`src/luma_forward_reshaper_unit_defines.svh`:
```
// Assertion macros for the forward luma reshaper.
// Included by the top level; no other dependencies.
`ifndef LUMA_FORWARD_RESHAPER_UNIT_DEFINES_SVH
`define LUMA_FORWARD_RESHAPER_UNIT_DEFINES_SVH

// Implication checked on the same clock edge.
`define LFR_ASSERT_SAME(label, clk, rst, ante, cons) \
   label: assert property (@(posedge clk) disable iff (rst) (ante) |-> (cons)) \
      else $error("lfr assertion failed");

// Implication checked on the following clock edge.
`define LFR_ASSERT_NEXT(label, clk, rst, ante, cons) \
   label: assert property (@(posedge clk) disable iff (rst) (ante) |=> (cons)) \
      else $error("lfr assertion failed");

`endif

```
`src/lfr_pkg.sv`:
```
// Shared types and constants of the forward luma reshaper.
// No dependencies.
package lfr_pkg;

   localparam int NUM_PIECES  = 16;
   localparam int PIECE_IDX_W = $clog2(NUM_PIECES);

   localparam int SAMPLE_W    = 16;
   localparam int PIECE_IN_W  = 4;
   localparam int PIVOT_W     = 17;
   localparam int SCALE_W     = 16;
   localparam int BIT_DEPTH_W = 5;
   localparam int SHIFT_W     = 4;
   localparam int CSR_DATA_W  = 5;

   localparam int DIFF_W      = 18;
   localparam int PROD_W      = DIFF_W + SCALE_W;
   localparam int FRAC_BITS   = 11;
   localparam int ROUND_W     = PROD_W + 1;
   localparam int VAL_W       = 26;
   localparam int ROUND_OFFSET = 1 << (FRAC_BITS - 1);

   localparam int REQ_FIELDS_W = SAMPLE_W + PIECE_IN_W + PIVOT_W + SCALE_W + PIVOT_W;
   localparam int REQ_TDATA_W  = ((REQ_FIELDS_W + 7) / 8) * 8;
   localparam int RSP_TDATA_W  = SAMPLE_W;

   localparam logic [BIT_DEPTH_W-1:0] BIT_DEPTH_RESET   = 5'd10;
   localparam logic [SHIFT_W-1:0]     PIECE_SHIFT_RESET = 4'd6;

   typedef enum logic [0:0] {
      OP_MAP   = 1'b0,
      OP_WRITE = 1'b1
   } op_type;

   typedef enum logic [0:0] {
      CSR_BIT_DEPTH   = 1'b0,
      CSR_PIECE_SHIFT = 1'b1
   } csr_index_type;

   typedef struct packed {
      logic [PIVOT_W-1:0]        mapped_pivot;
      logic signed [SCALE_W-1:0] scale;
      logic [PIVOT_W-1:0]        input_pivot;
   } piece_type;

endpackage

```
`src/luma_forward_reshaper_unit.sv`:
```
// Forward luma reshaper top level: stream ports, configuration registers.
// Depends on lfr_pkg, lfr_table, lfr_pipe and the assertion macro header.
//
// Usage:
//   req_* carries one transaction per item. req_tuser is the op: a map item
//   carries a sample and returns one mapped sample on rsp_*; a write item
//   loads one table piece and returns nothing.
//   Map results leave in order, after the five pipeline registers. One item is
//   taken per cycle while the output does not stall; the pipeline has five stages
//   (lookup, difference, 16x18 product, rounding add, clip), each stage one register.
//   A piece written by a write item is seen by every later map item.
//   csr_* writes bit_depth (index 0) or piece_shift (index 1); the user must
//   do so only while idle, which the block does not enforce. Reset clears
//   all valid bits and loads bit_depth 10, piece_shift 6; the table is
//   undefined until written. When rsp_tready is low, results fill the
//   pipeline bubbles first; req_tready drops only when every stage holds an item.
`include "luma_forward_reshaper_unit_defines.svh"
module luma_forward_reshaper_unit (
   input  logic                            clock,
   input  logic                            reset,
   input  logic                            req_tvalid,
   output logic                            req_tready,
   // sample, piece_index, new_mapped_pivot, new_scale, new_input_pivot, zero pad
   input  logic [lfr_pkg::REQ_TDATA_W-1:0] req_tdata,
   // op
   input  logic                            req_tuser,
   output logic                            rsp_tvalid,
   input  logic                            rsp_tready,
   // mapped_sample
   output logic [lfr_pkg::RSP_TDATA_W-1:0] rsp_tdata,
   input  logic                            csr_we,
   input  logic                            csr_index,
   input  logic [lfr_pkg::CSR_DATA_W-1:0]  csr_wdata
);
   import lfr_pkg::*;

   localparam int PIECE_LO  = SAMPLE_W;
   localparam int MAPPED_LO = PIECE_LO + PIECE_IN_W;
   localparam int SCALE_LO  = MAPPED_LO + PIVOT_W;
   localparam int INPUT_LO  = SCALE_LO + SCALE_W;

   logic [BIT_DEPTH_W-1:0]  bit_depth_ff;
   logic [SHIFT_W-1:0]      piece_shift_ff;
   logic [SAMPLE_W:0]       max_wide;
   logic [SAMPLE_W-1:0]     max_sample;
   logic [SAMPLE_W-1:0]     sample;
   logic [PIECE_IN_W-1:0]   piece_index;
   piece_type               wr_piece, rd_piece;
   logic                    is_map, wr_en;

   always_ff @(posedge clock) begin
      if (reset) begin
         bit_depth_ff   <= BIT_DEPTH_RESET;
         piece_shift_ff <= PIECE_SHIFT_RESET;
      end else if (csr_we) begin
         case (csr_index_type'(csr_index))
            CSR_BIT_DEPTH:   bit_depth_ff   <= csr_wdata[BIT_DEPTH_W-1:0];
            CSR_PIECE_SHIFT: piece_shift_ff <= csr_wdata[SHIFT_W-1:0];
            default: ;
         endcase
      end
   end

   always_comb begin
      max_wide = ((SAMPLE_W + 1)'(1) << bit_depth_ff) - (SAMPLE_W + 1)'(1);
      if (bit_depth_ff >= BIT_DEPTH_W'(SAMPLE_W)) begin
         max_sample = '1;
      end else begin
         max_sample = max_wide[SAMPLE_W-1:0];
      end
      sample                = req_tdata[SAMPLE_W-1:0];
      piece_index           = req_tdata[MAPPED_LO-1:PIECE_LO];
      wr_piece.mapped_pivot = req_tdata[SCALE_LO-1:MAPPED_LO];
      wr_piece.scale        = req_tdata[INPUT_LO-1:SCALE_LO];
      wr_piece.input_pivot  = req_tdata[INPUT_LO+PIVOT_W-1:INPUT_LO];
      is_map                = (op_type'(req_tuser) == OP_MAP);
      wr_en                 = req_tvalid && req_tready && !is_map;
   end

   lfr_table u_table (
      .clock       (clock),
      .wr_en       (wr_en),
      .wr_index    (piece_index),
      .wr_piece    (wr_piece),
      .sample      (sample),
      .piece_shift (piece_shift_ff),
      .rd_piece    (rd_piece)
   );

   lfr_pipe u_pipe (
      .clock      (clock),
      .reset      (reset),
      .in_valid   (req_tvalid && is_map),
      .in_ready   (req_tready),
      .in_sample  (sample),
      .in_piece   (rd_piece),
      .max_sample (max_sample),
      .out_valid  (rsp_tvalid),
      .out_ready  (rsp_tready),
      .out_sample (rsp_tdata)
   );

   `LFR_ASSERT_SAME(a_out_in_range, clock, reset, rsp_tvalid, rsp_tdata <= max_sample)
   `LFR_ASSERT_SAME(a_stall_from_output, clock, reset, !req_tready,
                    rsp_tvalid && !rsp_tready)
   `LFR_ASSERT_NEXT(a_hold_on_stall, clock, reset, rsp_tvalid && !rsp_tready,
                    rsp_tvalid && $stable(rsp_tdata))

endmodule

```
`src/lfr_table.sv`:
```
// Piece table of the forward luma reshaper: write port and piece lookup.
// Depends on lfr_pkg.
module lfr_table (
   input  logic                          clock,
   input  logic                          wr_en,
   input  logic [lfr_pkg::PIECE_IN_W-1:0] wr_index,
   input  lfr_pkg::piece_type            wr_piece,
   input  logic [lfr_pkg::SAMPLE_W-1:0]  sample,
   input  logic [lfr_pkg::SHIFT_W-1:0]   piece_shift,
   output lfr_pkg::piece_type            rd_piece
);
   import lfr_pkg::*;

   piece_type                pieces_ff [NUM_PIECES];
   logic [SAMPLE_W-1:0]      shifted;
   logic [PIECE_IDX_W-1:0]   rd_index;

   always_comb begin
      shifted = sample >> piece_shift;
      if (shifted > SAMPLE_W'(NUM_PIECES - 1)) begin
         rd_index = PIECE_IDX_W'(NUM_PIECES - 1);
      end else begin
         rd_index = shifted[PIECE_IDX_W-1:0];
      end
      rd_piece = pieces_ff[rd_index];
   end

   always_ff @(posedge clock) begin
      if (wr_en && (int'(wr_index) < NUM_PIECES)) begin
         pieces_ff[PIECE_IDX_W'(wr_index)] <= wr_piece;
      end
   end

endmodule

```
`src/lfr_pipe.sv`:
```
// Five-stage mapping pipeline: lookup register, difference, product, rounding add, clip.
// Depends on lfr_pkg.
module lfr_pipe (
   input  logic                         clock,
   input  logic                         reset,
   input  logic                         in_valid,
   output logic                         in_ready,
   input  logic [lfr_pkg::SAMPLE_W-1:0] in_sample,
   input  lfr_pkg::piece_type           in_piece,
   input  logic [lfr_pkg::SAMPLE_W-1:0] max_sample,
   output logic                         out_valid,
   input  logic                         out_ready,
   output logic [lfr_pkg::SAMPLE_W-1:0] out_sample
);
   import lfr_pkg::*;

   localparam int STAGES = 5;

   logic [STAGES-1:0] valid_ff, valid_in, rdy;

   logic [SAMPLE_W-1:0]        sample1_ff;
   piece_type                  piece1_ff;
   logic signed [DIFF_W-1:0]   diff2_ff, diff2_in;
   logic [PIVOT_W-1:0]         mapped2_ff, mapped3_ff;
   logic signed [SCALE_W-1:0]  scale2_ff;
   logic signed [PROD_W-1:0]   prod3_ff, prod3_in;
   logic signed [VAL_W-1:0]    val4_ff, val4_in;
   logic signed [ROUND_W-1:0]  rounded;
   logic [SAMPLE_W-1:0]        out5_ff, out5_in;

   always_comb begin
      rdy[STAGES-1] = !valid_ff[STAGES-1] || out_ready;
      for (int k = STAGES - 2; k >= 0; k--) begin
         rdy[k] = !valid_ff[k] || rdy[k+1];
      end
      valid_in[0] = rdy[0] ? in_valid : valid_ff[0];
      for (int k = 1; k < STAGES; k++) begin
         valid_in[k] = rdy[k] ? valid_ff[k-1] : valid_ff[k];
      end
   end

   always_comb begin
      diff2_in = $signed({2'b00, sample1_ff}) - $signed({1'b0, piece1_ff.input_pivot});
      prod3_in = PROD_W'(scale2_ff) * PROD_W'(diff2_ff);
      rounded  = ROUND_W'(prod3_ff) + ROUND_W'(ROUND_OFFSET);
      val4_in  = $signed({{(VAL_W - PIVOT_W){1'b0}}, mapped3_ff})
               + VAL_W'(rounded >>> FRAC_BITS);
      if (val4_ff[VAL_W-1]) begin
         out5_in = '0;
      end else if (val4_ff > $signed({{(VAL_W - SAMPLE_W){1'b0}}, max_sample})) begin
         out5_in = max_sample;
      end else begin
         out5_in = val4_ff[SAMPLE_W-1:0];
      end
   end

   always_ff @(posedge clock) begin
      if (reset) begin
         valid_ff <= '0;
      end else begin
         valid_ff <= valid_in;
      end
      if (rdy[0]) begin
         sample1_ff <= in_sample;
         piece1_ff  <= in_piece;
      end
      if (rdy[1]) begin
         diff2_ff   <= diff2_in;
         mapped2_ff <= piece1_ff.mapped_pivot;
         scale2_ff  <= piece1_ff.scale;
      end
      if (rdy[2]) begin
         prod3_ff   <= prod3_in;
         mapped3_ff <= mapped2_ff;
      end
      if (rdy[3]) begin
         val4_ff <= val4_in;
      end
      if (rdy[4]) begin
         out5_ff <= out5_in;
      end
   end

   assign in_ready   = rdy[0];
   assign out_valid  = valid_ff[STAGES-1];
   assign out_sample = out5_ff;

endmodule

```
`config.mk`:
```
export PLATFORM = sky130hd
export DESIGN_NAME = luma_forward_reshaper_unit
export DESIGN_NICKNAME = d
export VERILOG_FILES = /design/src/lfr_pkg.sv /design/src/luma_forward_reshaper_unit.sv /design/src/lfr_table.sv /design/src/lfr_pipe.sv
export VERILOG_INCLUDE_DIRS = /design/src /design/src/src
export SDC_FILE = /design/constraint.sdc
export NUM_CORES = 2
export LEC_CHECK = 0
export BUFFER_PORTS_ARGS = -buffer_cell sky130_fd_sc_hd__buf_2
export CAP_MARGIN = 20
export CELL_PAD_IN_SITES_DETAIL_PLACEMENT = 0
export CELL_PAD_IN_SITES_GLOBAL_PLACEMENT = 1
export CORE_MARGIN = 2
export CORE_UTILIZATION = 35
export DETAILED_ROUTE_END_ITERATION = 12
export PLACE_DENSITY_LB_ADDON = 0.1
export SLEW_MARGIN = 20
export SYNTH_ARGS = -nofsm -noshare
export SYNTH_HDL_FRONTEND = slang
export SYNTH_SLANG_ARGS = --single-unit
```
`constraint.sdc`:
```
create_clock -name clock -period 10.5 [get_ports clock]
set_input_delay 1.575 -clock clock [delete_from_list [all_inputs] [get_ports clock]]
set_output_delay 1.575 -clock clock [all_outputs]
set_load 0.01 [all_outputs]
```
## Word level (Yosys, flattened, before mapping)

Memories as Yosys holds them, arrays and structs flattened. A register that Yosys moved wholly into a read port is not among the register bits.
Index checks and enable logic that the tools add are counted.

- Memories kept: 1
- Output and inout bits: 18
- Bits of input ports: 84
- Flip-flop bits (word level): 174
- Word-level logic and storage cells: 48
- Bits in writable memories: 800

Memory list:

| memory | depth | width | read ports | clocked after Yosys merged registers in | write ports | line | RTL |
|---|---|---|---|---|---|---|---|
| u_table.pieces_ff | 16 | 50 | 1 | 1 | 1 | lfr_table.sv:14 | `piece_type pieces_ff [NUM_PIECES];` |

- Muxes and demuxes: 5
- Shift operators: 2
- Bitwise logic cells: 2
- Multipliers: 1
- $add $sub $neg: 4
- $lt $le $gt $ge: 3
- Reductions and logical operators: 15

Operators with widths:

| operator | number |
|---|---|
| adder 34 x 12 -> 35 bit (second input constant) | 1 |
| multiplier 16 x 18 -> 34 bit | 1 |
| 2-to-1 mux 16 bit | 2 |
| > comparator 26 x 17 -> 1 bit | 1 |
| adder 18 x 24 -> 25 bit | 1 |
| subtractor 16 x 17 -> 18 bit | 1 |
| > comparator 16 x 4 -> 1 bit (second input constant) | 1 |
| left shift 1 x 5 -> 16 bit (first input constant) | 1 |
| >> shifter 16 x 4 -> 16 bit | 1 |
| subtractor 16 x 2 -> 16 bit (second input constant) | 1 |
| >= comparator 5 bit (second input constant) | 1 |
| logical NOT 1 bit | 5 |
| logical OR 1 bit | 5 |
| 2-to-1 mux 4 bit | 1 |
| AND reduction 2 bit | 2 |
| logical AND 1 bit | 3 |
| 2-to-1 mux 1 bit | 2 |
| inverter 1 bit | 2 |

## Longest topological paths before layout

- Word-level depth: 10
- Gate-level depth with buffers: 24
- Mapped depth without buffers: 22

## Cells and area by module

From an unflattened synthesis, not the netlist that was laid out.

- Cell total of the unflattened synthesis: 4179
- Area total of the unflattened synthesis: 55693.4 um^2

By module, submodules not included:

| module | cells an instance | instances | seq. area each (um^2) | area each (um^2) |
|---|---|---|---|---|
| lfr_table | 2273 | 1 | 24023.0 | 35302.6 |
| lfr_pipe | 1818 | 1 | 6075.8 | 19710.2 |
| luma_forward_reshaper_unit | 88 | 1 | 180.2 | 680.7 |

## Worst setup path after synthesis

OpenSTA, ideal clock, no wires.

- Kind: input-to-reg
- From: input port rsp_tready
- To: memory u_table.pieces_ff[0][0] (netlist bit) (enable)
- Library setup time: 0.520 ns
- Path buffers: 0
- Data required time: 9.980 ns
- Slack: 2.320 ns
- Arrival: 7.660 ns
- Cell stages on the path: 6
- Cells stage by stage: nor2b_1 and3_1 nand3_1 nand3_1 or3_1 nor3_1

- Word-level cells in the longest chain between the ends: 9

Ends and longest elaborated chain:

| what | line | RTL |
|---|---|---|
| from (decl) | luma_forward_reshaper_unit.sv:28 | `input logic rsp_tready,` |
| logical OR 1 bit | lfr_pipe.sv:32 | `rdy[STAGES-1] = !valid_ff[STAGES-1] \|\| out_ready;` |
| logical OR 1 bit (4 in a row) | lfr_pipe.sv:34 | `rdy[k] = !valid_ff[k] \|\| rdy[k+1];` |
| net req_tready | luma_forward_reshaper_unit.sv:22 | `output logic req_tready,` |
| logical AND 1 bit (2 in a row) | luma_forward_reshaper_unit.sv:77 | `wr_en = req_tvalid && req_tready && !is_map;` |
| 2-to-1 mux 1 bit | lfr_table.sv:29 | `if (wr_en && (int'(wr_index) < NUM_PIECES)) begin` |
| 2-to-1 mux 1 bit (implied by the code) | lfr_table.sv:30 | `pieces_ff[PIECE_IDX_W'(wr_index)] <= wr_piece;` |
| to (decl) | lfr_table.sv:14 |  |

The timed path passes the listed nets, and every way through them passes these cells.

## Worst setup path in the final report

- From: register u_pipe.scale2_ff[1]
- To: register u_pipe.prod3_ff[32], data pin

- Word-level cells in the longest chain between the ends: 1

Ends and longest elaborated chain:

| what | line | RTL |
|---|---|---|
| from (decl) | lfr_pipe.sv:25 | `logic signed [SCALE_W-1:0] scale2_ff;` |
| from (signal assigned) | lfr_pipe.sv:70 | `scale2_ff <= piece1_ff.scale;` |
| multiplier 16 x 18 -> 34 bit | lfr_pipe.sv:44 | `prod3_in = PROD_W'(scale2_ff) * PROD_W'(diff2_ff);` |
| net u_pipe.prod3_in[32] | lfr_pipe.sv:26 | `logic signed [PROD_W-1:0] prod3_ff, prod3_in;` |
| to (signal assigned) | lfr_pipe.sv:73 | `prod3_ff <= prod3_in;` |
| to (decl) | lfr_pipe.sv:26 |  |

The timed path passes the listed nets, and every way through them passes these cells.
A chain may end at the register's enable or synchronous reset.

==> flow_metrics.py <==
metrics = {
    "outcome": {
        "status": "finished clean",
    },
    "timing": {
        "max-slew-margin-rel": 0.2361,
        "min_period_ps": 7325,
        "skew_ps": 57.94,
        "fmax_mhz": 136.5,
        "rsz0062_at_grt": "no",
        "setup_viol": 0,
        "setup-tns-final_ps": 0,
        "drv_slew": 0,
        "timing.final.crit_share": 0.6977,
        "hold_violations": 0,
        "worstMarginPinSlew_ps": 1142,
    },
    "drt": {
        "met1Wirelength_mm": 65.48,
        "wl_met3_mm": 5.435,
        "drt_iter0_drc": 2006,
        "wire_per_inst_um": 24.54,
        "vias": 29470,
        "dr.pass1.iters": 6,
        "dr.max_layer_used": "met5",
        "drtAntennaViolNets": 0,
        "wl_met2_mm": 67.45,
        "routed_wl_mm": 141.5,
        "vias_per_cell": 5.111,
        "drc_errors": 0,
    },
    "critical_path": {
        "path_class": "flop to flop",
        "worst_path_most_repeated_cell": "fa_1",
        "critPathArrivalTime_ps": 7840,
        "crit_cells": 18,
        "crit_slowest_cell": "fa_1",
        "rrSetupSlack_ps": 3170,
        "crit_end": "u_pipe.prod3_ff[32]",
        "critPathTopFamily": "adder cells",
        "r2r_start": "u_pipe.scale2_ff[1]",
        "setup.worst_path.start": "u_pipe.scale2_ff[1]",
        "cp_max_fo": 18,
        "cp_num_buf_inv": 3,
        "r2r_cells": 18,
        "worstPathCellList": "nand2_1, inv_1, fa_1, fa_1, fa_1, fa_1, fa_1, inv_1, fa_1, inv_1, ha_1, and4_1, a221o_1, a41oi_1, a31oi_1, o211ai_1, nand2_1, o311ai_0",
        "r2r-end": "u_pipe.prod3_ff[32]",
        "worstSetupStartpointType": "flop",
        "cp-end-kind": "flop",
        "critPathMaxStageDelay_ps": 1030,
        "crit_required_ps": 11020,
    },
    "global_route": {
        "antenna_found_initial": 29,
        "grt_usage": 0.1887,
        "grt-ovfl-total": 0,
        "first_global_vias": 31290,
        "grt_pass1_wl_mm": 209.1,
        "grt_max_degree": 113,
    },
    "cells_and_area": {
        "synthToLayoutAreaGrowth_pct": 12.18,
        "drive_gt1_frac": 0.1014,
        "final_common_cell": "edfxtp_1",
        "fill_cells": 13850,
        "final_nets": 4268,
        "layout_common_cells": "999 x edfxtp_1, 376 x inv_1, 291 x fa_1",
    },
    "cts": {
        "clk_transition_reported_paths_ps": 60,
        "post_cts_buffers": 0,
        "worstSkewPairLatency_ps": 730,
        "cts_resized": 0,
        "root_buffer": "clkbuf_16",
        "cts.sinks": 1013,
        "numCtsBuffers": 111,
        "tritoncts": "yes",
        "hold_buffers": 0,
        "clockBufferDepth": 3,
        "htreeDepth": 3,
    },
    "logic_synthesis": {
        "synth_edf_count": 999,
        "synthesis.area_um2": 51390,
        "async_flop_share": 0,
        "syn_avg_cell_area_um2": 13.96,
        "syn-num-nets": 4191,
        "seq_area_frac_synth": 0.5892,
        "ys_ff_latch": 1013,
        "synth_cells": 3682,
        "synth_ff_type": "edfxtp_1",
        "yosys_warnings": 0,
        "synth_cell_types": 65,
    },
    "die": {
        "io_pins": 102,
        "core_area_um2": 145700,
        "initial_utilization": 0.3526,
        "fp.dieW_um": 387.2,
        "die_h_um": 387.2,
        "num_rows": 140,
        "dieArea_um2": 149900,
    },
    "placement": {
        "place_congestion": 0.7464,
        "hpwl_mm": 82.78,
        "numPortBuffers": 99,
    },
    "hold_path": {
        "hold_depth": 0,
        "hp-class": "flop to flop",
    },
    "flow_run": {
        "maxCapViolCount": 0,
    },
}
[per-stage QoR]
step           instance area [um^2]  worst slack (ps)  cells    util  hold WS, ps
5_1_grt                       57640              2738   5763  0.3955        416.4
3_3_place_gp                  54050              3159   5562  0.3709        402.3
6_report                      57650              3175   5766  0.3955        409.8
4_1_cts                       57610              3107   5762  0.3953        409.6
2_1_floorplan                 51390              2320   3682       -        400.3
3_5_place_dp                  54050              3085   5562  0.3709        404.5
[kinds of logic after synthesis]
| logic type | synth area share |
|---|---|
| buffers and inverters | 0.04531 |
| and+or+nand+nor | 0.05335 |
| xor gates and xnor gates | 0.01466 |
| muxes | 0.04633 |
| adders and majority gates | 0.1460 |
| AOI/OAI and AO/OA | 0.1051 |
| DFF | 0.5892 |
[worst min path at each step]
stage / from / end / slack, ps
2_1_floorplan: u_pipe.piece1_ff[33] / u_pipe.mapped2_ff[0] / 400
3_3_place_gp: u_pipe.mapped2_ff[4] / u_pipe.mapped3_ff[4] / 400
3_5_place_dp: u_pipe.piece1_ff[33] / u_pipe.mapped2_ff[0] / 400
4_1_cts: u_pipe.piece1_ff[30] / u_pipe.scale2_ff[13] / 410
5_1_grt: u_pipe.piece1_ff[21] / u_pipe.scale2_ff[4] / 420
6_report: u_pipe.piece1_ff[30] / u_pipe.scale2_ff[13] / 410
[cells in the mapped netlist, drive strengths merged (21+ instances only)]
library cell | n | area share
a211oi | 26 | 0.0038
a21oi | 149 | 0.015
a221oi | 50 | 0.0085
a22o | 50 | 0.0085
a22oi | 100 | 0.015
and2 | 138 | 0.017
buf | 75 | 0.0092
clkbuf | 118 | 0.0086
edfxtp | 999 | 0.58
fa | 291 | 0.11
ha | 134 | 0.033
inv | 376 | 0.027
mux2i | 221 | 0.043
nand2 | 188 | 0.014
nand3 | 28 | 0.0027
nor2 | 98 | 0.0073
nor3 | 23 | 0.0022
o21ai | 287 | 0.028
o32ai | 51 | 0.013
xnor2 | 65 | 0.011
xor2 | 21 | 0.0036
[final cells by class]
type	count	area, um^2	share of cell area
Clock inverter	64	666.9	0.01157
Timing Repair Buffer	157	1039	0.01801
Multi-Input combinational cell	2100	18950	0.3288
Sequential cell	1013	30280	0.5253
Antenna cell	3	7.507	0.0001302
Tap cell	1917	2399	0.04161
Inverter	376	1411	0.02448
Clock buffer	136	2893	0.05018
[worst reg2reg max path, delay by kind of cell, from the launching register on]
kind,cells,cell delay [ps]
compound gates,5,1370
fa+ha+maj,7,3990
buf+inv,3,290
flops,1,890
simple gates,3,630
[registers in the layout, indices dropped and copies added, names as in the netlist]
name,flops
u_pipe.out_sample,16
u_pipe.prod3_ff,24
u_table.pieces_ff,800
u_pipe.piece1_ff,50
u_pipe.scale2_ff,16
u_pipe.diff2_ff,18
u_pipe.val4_ff,25
bit_depth_ff,5
u_pipe.mapped2_ff,17
piece_shift_ff,4
u_pipe.mapped3_ff,17
u_pipe.valid_ff,5
u_pipe.sample1_ff,16
[metal layers]
layer | vias up | track usage
met5 | - | 0
met4 | 14 | 0.04759
met3 | 170 | 0.02341
met2 | 560 | 0.3144
met1 | 15180 | 0.2612
li1 | 13550 | -
Power is not shown: default switching activity piles up to over one toggle a cycle in this logic, so the estimate is an artifact.
